## config.mk

```make
export PLATFORM = sky130hd
export DESIGN_NAME = forkskinny_128_384_round_engine_top
export DESIGN_NICKNAME = d
export VERILOG_FILES = /design/src/rtl/fsk_pkg.sv /design/src/rtl/fsk_round.sv /design/src/rtl/forkskinny_128_384_round_engine_top.sv
export SDC_FILE = /design/constraint.sdc
export NUM_CORES = 2
export LEC_CHECK = 0
export ABC_AREA = 1
export BUFFER_PORTS_ARGS = -buffer_cell sky130_fd_sc_hd__buf_2
export CORE_AREA = 2 2 408 410
export DETAILED_ROUTE_END_ITERATION = 8
export DIE_AREA = 0 0 410 412
export GPL_ROUTABILITY_DRIVEN = 1
export PLACE_DENSITY = 0.43
export SLEW_MARGIN = 20
export SYNTH_ARGS = -nofsm -noshare
export SYNTH_HDL_FRONTEND = slang
export SYNTH_SLANG_ARGS = --single-unit
export TNS_END_PERCENT = 30
```

## constraint.sdc

```tcl
create_clock -name clk -period 24.8 [get_ports clk]
set_input_delay 7.44 -clock clk [delete_from_list [all_inputs] [get_ports clk]]
set_output_delay 7.44 -clock clk [all_outputs]
set_load 0.05 [all_outputs]
```

## src/rtl/fsk_pkg.sv

```systemverilog
package fsk_pkg;

    typedef enum logic [1:0] {
        CMD_FWD     = 2'd0,
        CMD_INV     = 2'd1,
        CMD_ADVANCE = 2'd2,
        CMD_REWIND  = 2'd3
    } cmd_t;

    typedef enum logic [1:0] {
        ST_IDLE = 2'd0,
        ST_RUN  = 2'd1,
        ST_DONE = 2'd2
    } state_t;

    typedef struct packed {
        logic [6:0]  schedule_steps;
        logic [6:0]  last_round;
        logic [6:0]  first_round;
        logic [63:0] tk3_hi;
        logic [63:0] tk3_lo;
        logic [63:0] tk2_hi;
        logic [63:0] tk2_lo;
        logic [63:0] tk1_hi;
        logic [63:0] tk1_lo;
        logic [63:0] state_hi;
        logic [63:0] state_lo;
        logic [1:0]  cmd;
    } in_item_t;

    typedef struct packed {
        logic [63:0] out_tk3_hi;
        logic [63:0] out_tk3_lo;
        logic [63:0] out_tk2_hi;
        logic [63:0] out_tk2_lo;
        logic [63:0] out_tk1_hi;
        logic [63:0] out_tk1_lo;
        logic [63:0] out_state_hi;
        logic [63:0] out_state_lo;
    } out_item_t;

    typedef struct packed {
        logic [127:0] st;
        logic [127:0] tk1;
        logic [127:0] tk2;
        logic [127:0] tk3;
    } work_t;

    typedef struct packed {
        logic       fwd_round;
        logic       inv_round;
        logic       sched_fwd;
        logic       sched_bwd;
        logic [6:0] rc_idx;
    } op_t;

    localparam int RC_MAX = 87;

    function automatic logic [6:0] rcon(input logic [6:0] i);
        logic [6:0] r;
        r = 7'h01;
        case (i)
            7'd0: r = 7'h01;  7'd1: r = 7'h03;  7'd2: r = 7'h07;  7'd3: r = 7'h0f;
            7'd4: r = 7'h1f;  7'd5: r = 7'h3f;  7'd6: r = 7'h7e;  7'd7: r = 7'h7d;
            7'd8: r = 7'h7b;  7'd9: r = 7'h77;  7'd10: r = 7'h6f; 7'd11: r = 7'h5f;
            7'd12: r = 7'h3e; 7'd13: r = 7'h7c; 7'd14: r = 7'h79; 7'd15: r = 7'h73;
            7'd16: r = 7'h67; 7'd17: r = 7'h4f; 7'd18: r = 7'h1e; 7'd19: r = 7'h3d;
            7'd20: r = 7'h7a; 7'd21: r = 7'h75; 7'd22: r = 7'h6b; 7'd23: r = 7'h57;
            7'd24: r = 7'h2e; 7'd25: r = 7'h5c; 7'd26: r = 7'h38; 7'd27: r = 7'h70;
            7'd28: r = 7'h61; 7'd29: r = 7'h43; 7'd30: r = 7'h06; 7'd31: r = 7'h0d;
            7'd32: r = 7'h1b; 7'd33: r = 7'h37; 7'd34: r = 7'h6e; 7'd35: r = 7'h5d;
            7'd36: r = 7'h3a; 7'd37: r = 7'h74; 7'd38: r = 7'h69; 7'd39: r = 7'h53;
            7'd40: r = 7'h26; 7'd41: r = 7'h4c; 7'd42: r = 7'h18; 7'd43: r = 7'h31;
            7'd44: r = 7'h62; 7'd45: r = 7'h45; 7'd46: r = 7'h0a; 7'd47: r = 7'h15;
            7'd48: r = 7'h2b; 7'd49: r = 7'h56; 7'd50: r = 7'h2c; 7'd51: r = 7'h58;
            7'd52: r = 7'h30; 7'd53: r = 7'h60; 7'd54: r = 7'h41; 7'd55: r = 7'h02;
            7'd56: r = 7'h05; 7'd57: r = 7'h0b; 7'd58: r = 7'h17; 7'd59: r = 7'h2f;
            7'd60: r = 7'h5e; 7'd61: r = 7'h3c; 7'd62: r = 7'h78; 7'd63: r = 7'h71;
            7'd64: r = 7'h63; 7'd65: r = 7'h47; 7'd66: r = 7'h0e; 7'd67: r = 7'h1d;
            7'd68: r = 7'h3b; 7'd69: r = 7'h76; 7'd70: r = 7'h6d; 7'd71: r = 7'h5b;
            7'd72: r = 7'h36; 7'd73: r = 7'h6c; 7'd74: r = 7'h59; 7'd75: r = 7'h32;
            7'd76: r = 7'h64; 7'd77: r = 7'h49; 7'd78: r = 7'h12; 7'd79: r = 7'h25;
            7'd80: r = 7'h4a; 7'd81: r = 7'h14; 7'd82: r = 7'h29; 7'd83: r = 7'h52;
            7'd84: r = 7'h24; 7'd85: r = 7'h48; 7'd86: r = 7'h10;
            default: r = 7'h01;
        endcase
        return r;
    endfunction

endpackage

```

## src/rtl/fsk_round.sv

```systemverilog
module fsk_round (
    input  fsk_pkg::work_t w,
    input  fsk_pkg::op_t   op,
    output fsk_pkg::work_t y
);

    localparam logic [3:0] PERM [16] = '{4'd9, 4'd15, 4'd8, 4'd13, 4'd10, 4'd14, 4'd12,
        4'd11, 4'd0, 4'd1, 4'd2, 4'd3, 4'd4, 4'd5, 4'd6, 4'd7};

    function automatic logic [31:0] nor_mix(input logic [31:0] x);
        return ((~(((x >> 1) | x) >> 2)) & 32'h11111111) ^ x;
    endfunction

    function automatic logic [31:0] bperm(input logic [31:0] x);
        return ((x & 32'h01010101) << 2) | ((x & 32'h06060606) << 5) |
               ((x & 32'h20202020) >> 5) | ((x & 32'hC8C8C8C8) >> 2) |
               ((x & 32'h10101010) >> 1);
    endfunction

    function automatic logic [31:0] bperm_inv(input logic [31:0] x);
        return ((x & 32'h04040404) >> 2) | ((x & 32'hC0C0C0C0) >> 5) |
               ((x & 32'h01010101) << 5) | ((x & 32'h32323232) << 2) |
               ((x & 32'h08080808) << 1);
    endfunction

    function automatic logic [31:0] swap12(input logic [31:0] x);
        return (x & 32'hF9F9F9F9) | ((x >> 1) & 32'h02020202) | ((x << 1) & 32'h04040404);
    endfunction

    function automatic logic [31:0] sbox(input logic [31:0] x);
        return swap12(nor_mix(bperm(nor_mix(bperm(nor_mix(bperm(nor_mix(x))))))));
    endfunction

    function automatic logic [31:0] sbox_inv(input logic [31:0] x);
        return nor_mix(bperm_inv(nor_mix(bperm_inv(nor_mix(bperm_inv(nor_mix(swap12(x))))))));
    endfunction

    function automatic logic [31:0] rotl(input logic [31:0] x, input int n);
        return (x << n) | (x >> (32 - n));
    endfunction

    function automatic logic [127:0] cperm(input logic [127:0] c);
        logic [127:0] t;
        for (int i = 0; i < 16; i++)
        begin
            t[8*i +: 8] = c[8*PERM[i] +: 8];
        end
        return t;
    endfunction

    function automatic logic [127:0] cperm_inv(input logic [127:0] c);
        logic [127:0] t;
        for (int i = 0; i < 16; i++)
        begin
            t[8*PERM[i] +: 8] = c[8*i +: 8];
        end
        return t;
    endfunction

    function automatic logic [7:0] lfsr2(input logic [7:0] x);
        return {x[6:0], x[7] ^ x[5]};
    endfunction

    function automatic logic [7:0] lfsr3(input logic [7:0] x);
        return {x[0] ^ x[6], x[7:1]};
    endfunction

    logic [127:0] tf1, tf2, tf3, tb1, tb2, tb3, k1, k2, k3;
    logic [31:0]  r0, r1, r2, r3, t, key0, key1;
    logic [6:0]   c;

    always_comb
    begin
        tf1 = cperm(w.tk1);
        tf2 = cperm(w.tk2);
        tf3 = cperm(w.tk3);
        for (int i = 0; i < 8; i++)
        begin
            tf2[8*i +: 8] = lfsr2(tf2[8*i +: 8]);
            tf3[8*i +: 8] = lfsr3(tf3[8*i +: 8]);
        end
        tb2 = w.tk2;
        tb3 = w.tk3;
        for (int i = 0; i < 8; i++)
        begin
            tb2[8*i +: 8] = lfsr3(w.tk2[8*i +: 8]);
            tb3[8*i +: 8] = lfsr2(w.tk3[8*i +: 8]);
        end
        tb1 = cperm_inv(w.tk1);
        tb2 = cperm_inv(tb2);
        tb3 = cperm_inv(tb3);

        k1 = op.inv_round ? tb1 : w.tk1;
        k2 = op.inv_round ? tb2 : w.tk2;
        k3 = op.inv_round ? tb3 : w.tk3;
        c = fsk_pkg::rcon(op.rc_idx);
        key0 = k1[31:0] ^ k2[31:0] ^ k3[31:0] ^ {28'd0, c[3:0]} ^ 32'h00020000;
        key1 = k1[63:32] ^ k2[63:32] ^ k3[63:32] ^ {29'd0, c[6:4]};

        r0 = '0; r1 = '0; r2 = '0; r3 = '0; t = '0;
        y = w;
        if (op.fwd_round)
        begin
            r0 = sbox(w.st[31:0]) ^ key0;
            r1 = rotl(sbox(w.st[63:32]) ^ key1, 8);
            r2 = rotl(sbox(w.st[95:64]) ^ 32'h2, 16);
            r3 = rotl(sbox(w.st[127:96]), 24);
            r1 = r1 ^ r2;
            r2 = r2 ^ r0;
            t = r3 ^ r2;
            y.st = {r2, r1, r0, t};
        end
        else if (op.inv_round)
        begin
            r0 = w.st[63:32];
            r1 = w.st[95:64];
            r2 = w.st[127:96];
            r3 = w.st[31:0] ^ r2;
            r2 = r2 ^ r0;
            r1 = r1 ^ r2;
            r1 = rotl(r1, 24);
            r2 = rotl(r2, 16);
            r3 = rotl(r3, 8);
            y.st = {sbox_inv(r3), sbox_inv(r2 ^ 32'h2), sbox_inv(r1 ^ key1), sbox_inv(r0 ^ key0)};
        end
        if (op.fwd_round || op.sched_fwd)
        begin
            y.tk1 = tf1; y.tk2 = tf2; y.tk3 = tf3;
        end
        else if (op.inv_round || op.sched_bwd)
        begin
            y.tk1 = tb1; y.tk2 = tb2; y.tk3 = tb3;
        end
    end

endmodule

```

## src/rtl/forkskinny_128_384_round_engine_top.sv

```systemverilog
// the number of rounds or schedule steps per item is 0 to 87
// one round or schedule step per cycle through a single shared round unit
// no new item is taken while one is in flight
// reset: rst_n asynchronous active low, returns the sequencer to idle, no pending output
module forkskinny_128_384_round_engine_top #(
    parameter int ROUND_CONSTANT_COUNT = 87
) (
    input  logic               clk,
    input  logic               rst_n,
    input  logic               in_valid,
    output logic               in_stall,
    input  fsk_pkg::in_item_t  in_data,
    output logic               out_valid,
    input  logic               out_stall,
    output fsk_pkg::out_item_t out_data
);

    localparam logic [6:0] RMAX = 7'(ROUND_CONSTANT_COUNT);

    fsk_pkg::state_t state_reg, state_next;
    fsk_pkg::work_t  work_reg, work_next, rnd_out;
    fsk_pkg::cmd_t   cmd_reg, cmd_next;
    logic [6:0]      a_reg, a_next, b_reg, b_next;
    fsk_pkg::op_t    op;
    logic [6:0]      fa, fb, fn;
    logic            busy;

    fsk_round u_round (.w(work_reg), .op(op), .y(rnd_out));

    assign fa = (in_data.first_round > RMAX) ? RMAX : in_data.first_round;
    assign fb = (in_data.last_round > RMAX) ? RMAX : in_data.last_round;
    assign fn = (in_data.schedule_steps > RMAX) ? RMAX : in_data.schedule_steps;

    always_comb
    begin
        busy = 1'b0;
        unique case (cmd_reg) inside
            fsk_pkg::CMD_FWD:     busy = a_reg < b_reg;
            fsk_pkg::CMD_INV:     busy = a_reg > b_reg;
            fsk_pkg::CMD_ADVANCE,
            fsk_pkg::CMD_REWIND:  busy = a_reg != 7'd0;
            default:              busy = 1'b0;
        endcase
        op.fwd_round = (state_reg == fsk_pkg::ST_RUN) && busy && cmd_reg == fsk_pkg::CMD_FWD;
        op.inv_round = (state_reg == fsk_pkg::ST_RUN) && busy && cmd_reg == fsk_pkg::CMD_INV;
        op.sched_fwd = (state_reg == fsk_pkg::ST_RUN) && busy
            && cmd_reg == fsk_pkg::CMD_ADVANCE;
        op.sched_bwd = (state_reg == fsk_pkg::ST_RUN) && busy
            && cmd_reg == fsk_pkg::CMD_REWIND;
        op.rc_idx = (cmd_reg == fsk_pkg::CMD_INV) ? a_reg - 7'd1 : a_reg;
    end

    always_comb
    begin
        state_next = state_reg;
        work_next  = work_reg;
        cmd_next   = cmd_reg;
        a_next     = a_reg;
        b_next     = b_reg;
        in_stall   = 1'b1;
        unique case (state_reg)
            fsk_pkg::ST_IDLE:
            begin
                in_stall = 1'b0;
                if (in_valid)
                begin
                    state_next = fsk_pkg::ST_RUN;
                    cmd_next   = fsk_pkg::cmd_t'(in_data.cmd);
                    work_next  = {in_data.state_hi, in_data.state_lo, in_data.tk1_hi,
                        in_data.tk1_lo, in_data.tk2_hi, in_data.tk2_lo, in_data.tk3_hi,
                        in_data.tk3_lo};
                    a_next = (in_data.cmd[1]) ? fn : fa;
                    b_next = fb;
                end
            end
            fsk_pkg::ST_RUN:
            begin
                work_next = rnd_out;
                if (!busy)
                begin
                    state_next = fsk_pkg::ST_DONE;
                end
                else if (cmd_reg == fsk_pkg::CMD_FWD)
                begin
                    a_next = a_reg + 7'd1;
                end
                else
                begin
                    a_next = a_reg - 7'd1;
                end
            end
            fsk_pkg::ST_DONE:
            begin
                if (!out_stall)
                begin
                    state_next = fsk_pkg::ST_IDLE;
                end
            end
            default: state_next = fsk_pkg::ST_IDLE;
        endcase
    end

    always_ff @(posedge clk or negedge rst_n)
    begin
        if (!rst_n)
        begin
            state_reg <= fsk_pkg::ST_IDLE;
        end
        else
        begin
            state_reg <= state_next;
        end
    end

    always_ff @(posedge clk)
    begin
        work_reg <= work_next;
        cmd_reg  <= cmd_next;
        a_reg    <= a_next;
        b_reg    <= b_next;
    end

    assign out_valid = state_reg == fsk_pkg::ST_DONE;
    assign out_data  = {work_reg.tk3[127:64], work_reg.tk3[63:0], work_reg.tk2[127:64],
        work_reg.tk2[63:0], work_reg.tk1[127:64], work_reg.tk1[63:0],
        work_reg.st[127:64], work_reg.st[63:0]};

`ifndef SYNTHESIS
    a_no_accept_busy: assert property (@(posedge clk) disable iff (!rst_n)
        state_reg != fsk_pkg::ST_IDLE |-> in_stall)
        else $error("input taken while busy");
    a_done_holds: assert property (@(posedge clk) disable iff (!rst_n)
        out_valid && out_stall |=> out_valid && $stable(out_data))
        else $error("result dropped");
    a_run_from_idle: assert property (@(posedge clk) disable iff (!rst_n)
        in_valid && !in_stall |=> state_reg == fsk_pkg::ST_RUN)
        else $error("transfer did not start work");
    a_rounds_bounded: assert property (@(posedge clk) disable iff (!rst_n)
        state_reg == fsk_pkg::ST_RUN |-> a_reg <= RMAX)
        else $error("round index out of range");
`endif

endmodule

```

==> impl_metrics.env <==
export IMPL_syn_num_nets=5249
export IMPL_path_max_fanout=78
export IMPL_ant_nets=0
export IMPL_synth_area_per_cell_um2=8.269
export IMPL_grt_max_degree=178
export IMPL_num_vias=40380
export IMPL_synth_warnings=0
export IMPL_vias_per_cell=5.119
export IMPL_drc=0
export IMPL_drt_total_wl_um=263200
export IMPL_dp_final_hpwl_um=212700
export IMPL_yosys_area_top_type="edfxtp_1"
export IMPL_clockBufferDepth=3
export IMPL_root_buffer="clkbuf_16"
export IMPL_htreeDepth=3
export IMPL_wire_per_inst_um=33.37
export IMPL_first_iter_violations=4834
export IMPL_ys_flop_type="edfxtp_1"
export IMPL_antenna_found_initial=83
export IMPL_min_period_over_period_pct=39.57
export IMPL_seq_area_um2=15910
export IMPL_hp_class="reg2reg"
export IMPL_drv_cap=0
export IMPL_cp_required_ps=25140
export IMPL_clk_latency_ps=730
export IMPL_port_buffers=1052
export IMPL_setup_violations_final=0
export IMPL_ios=1053
export IMPL_fillerInstances=17950
export IMPL_yosysSeqAreaShare_pct=41.00
export IMPL_cts_made_buffers=76
export IMPL_slew_headroom_pct=21.77
export IMPL_endpoint_kind="flip-flop"
export IMPL_post_cts_buffers=0
export IMPL_cts_tree="done"
export IMPL_netlist_top_cells_area="edfxtp_1 (41%), nand2_1 (13%), nand3_1 (8.0%)"
export IMPL_ctsResizeCount=0
export IMPL_start_util_pct=23.62
export IMPL_place_congestion=0.9768
export IMPL_multi_input_area_um2=20450
export IMPL_setup_tns_ps=0
export IMPL_status="finished clean"
export IMPL_drt_first_pass_iters=8
export IMPL_finalHoldViolations=0
export IMPL_rsz0062_at_grt="false"
export IMPL_postCtsHoldBufs=0
export IMPL_final_layout_size_suffix_gt1_share_pct=24.42
export IMPL_area_growth_pct=25.71
export IMPL_clkTransAtPathRegs_ps=60
export IMPL_tightestPinTransition_ps=1173
export IMPL_cp_start_kind="input port"
export IMPL_die_w_um=410
export IMPL_finalNetCount=6174
export IMPL_synth_enable_flop_cells=528
export IMPL_largest_reg_flops=512
export IMPL_critical_path_class="in2reg"
export IMPL_row_count=149
export IMPL_grt_total_usage_pct=29.79
export IMPL_grt_ovfl_total=0
export IMPL_die_area_um2=168900
export IMPL_synthArstFlopShare_pct=0.3774
export IMPL_maxSlewViolCount=0
export IMPL_worstPathArrival_ps=10150
export IMPL_yosys_register_bits=530
export IMPL_yosysTopAreaCellShare_pct=40.87
export IMPL_grt_pass1_wl_um=341400
export IMPL_fmax_mhz=101.9
export IMPL_netlist_area_um2=38790
export IMPL_syn_inst=4691
export IMPL_skew_ps=79.21
export IMPL_core_area_um2=164200
export IMPL_min_period_ps=9813
export IMPL_grt_pass1_vias=37970
export IMPL_synth_distinct_cells=58
export IMPL_clock_sinks=530
export IMPL_die_h_um=412
## layout by cell type (no fill, tap or decap), types with 23 or more instances in the layout
| cell | count |
|---|---|
| a21oi_1 | 75 |
| buf_2 | 1052 |
| buf_4 | 48 |
| clkbuf_16 | 77 |
| diode_2 | 23 |
| edfxtp_1 | 528 |
| inv_1 | 346 |
| nand2_1 | 1374 |
| nand3_1 | 619 |
| nor2_1 | 118 |
| o211ai_1 | 174 |
| o21ai_0 | 101 |
| o221ai_1 | 66 |
| o311ai_0 | 89 |
| or2_2 | 71 |
| xnor2_1 | 309 |
| xor2_1 | 343 |
## synth_stat cells, types with 8 or more instances
cell and count:
buf_2 10, a31oi_1 9, clkbuf_1 199, a21oi_1 75, xor2_1 343, o221ai_1 66
nor2_1 121, inv_1 348, xnor2_2 8, o21ai_1 10, or2_1 11, buf_6 10
xnor2_1 309, o21ai_0 101, ha_1 19, edfxtp_1 528, nand2_1 1375, buf_1 30
or2_2 71, o311ai_0 89, nand3_1 620, nand4_1 22, a22oi_1 18, o21ai_2 20
xor2_2 22, o211ai_1 174, nand2_2 11
## routing by layer
layer  track usage, %  share of wire (%)  vias up
met4            11.75                4.6       64
met2            49.72                 47     2100
li1                 -                  -    17850
met1            37.40                 40    19960
met3            6.336                8.0      406
met5                0               0.16        -
## kinds of logic after synthesis
family	after synthesis	synth area share (%)
buffers and inverters	613	6.402
AOI/OAI and AO/OA	584	10.69
DFF	530	41.00
xor gates and xnor gates	682	15.98
adders and majority gates	19	0.6128
muxes	9	0.4354
and+or+nand+nor	2254	24.88
## final timing paths
check,startpoint,endpoint,slack (ps),cells past startpoint
worst max register to register,a_reg[2],out_data[52],19240,23
max in group asynchronous,rst_n,state_reg[0],18180,1
worst max-delay path,in_valid,out_data[345],14990,5
min in group asynchronous,rst_n,state_reg[1],6520,1
worst min-delay path,state_reg[0],state_reg[1],590,3
worst min register to register,state_reg[0],state_reg[1],590,3
## worst max-delay path, cell delays in order
cell and delay (ps):
buf_2 80, nand2_1 180, nand2_4 500, buf_4 780
buf_4 950
## metrics by stage
stage          hold WS, ps  util (%)  cells  worst slack, ps  area, um^2
6_report             592.7     29.69   7888            14990       48760
5_1_grt              649.4     29.67   7874            14860       48730
3_5_place_dp         593.3     28.10   7726            14260       46150
2_1_floorplan        602.8         -   4691             8166       38790
4_1_cts              600.2     29.64   7864            15050       48690
3_3_place_gp         577.7     28.10   7726            14240       46150
## area by class of cell
cell class / instances / area share, %
Sequential cell: 530 / 32.62
Antenna cell: 23 / 0.1180
Clock inverter: 45 / 1.083
Clock buffer: 93 / 4.116
Tap cell: 2189 / 5.617
Inverter: 354 / 2.758
Timing Repair Buffer: 1106 / 11.76
Multi-Input combinational cell: 3548 / 41.93
Power is left out: the tool's default activity adds up to more than one toggle a clock period on the data nets, which glitch-free logic cannot reach.
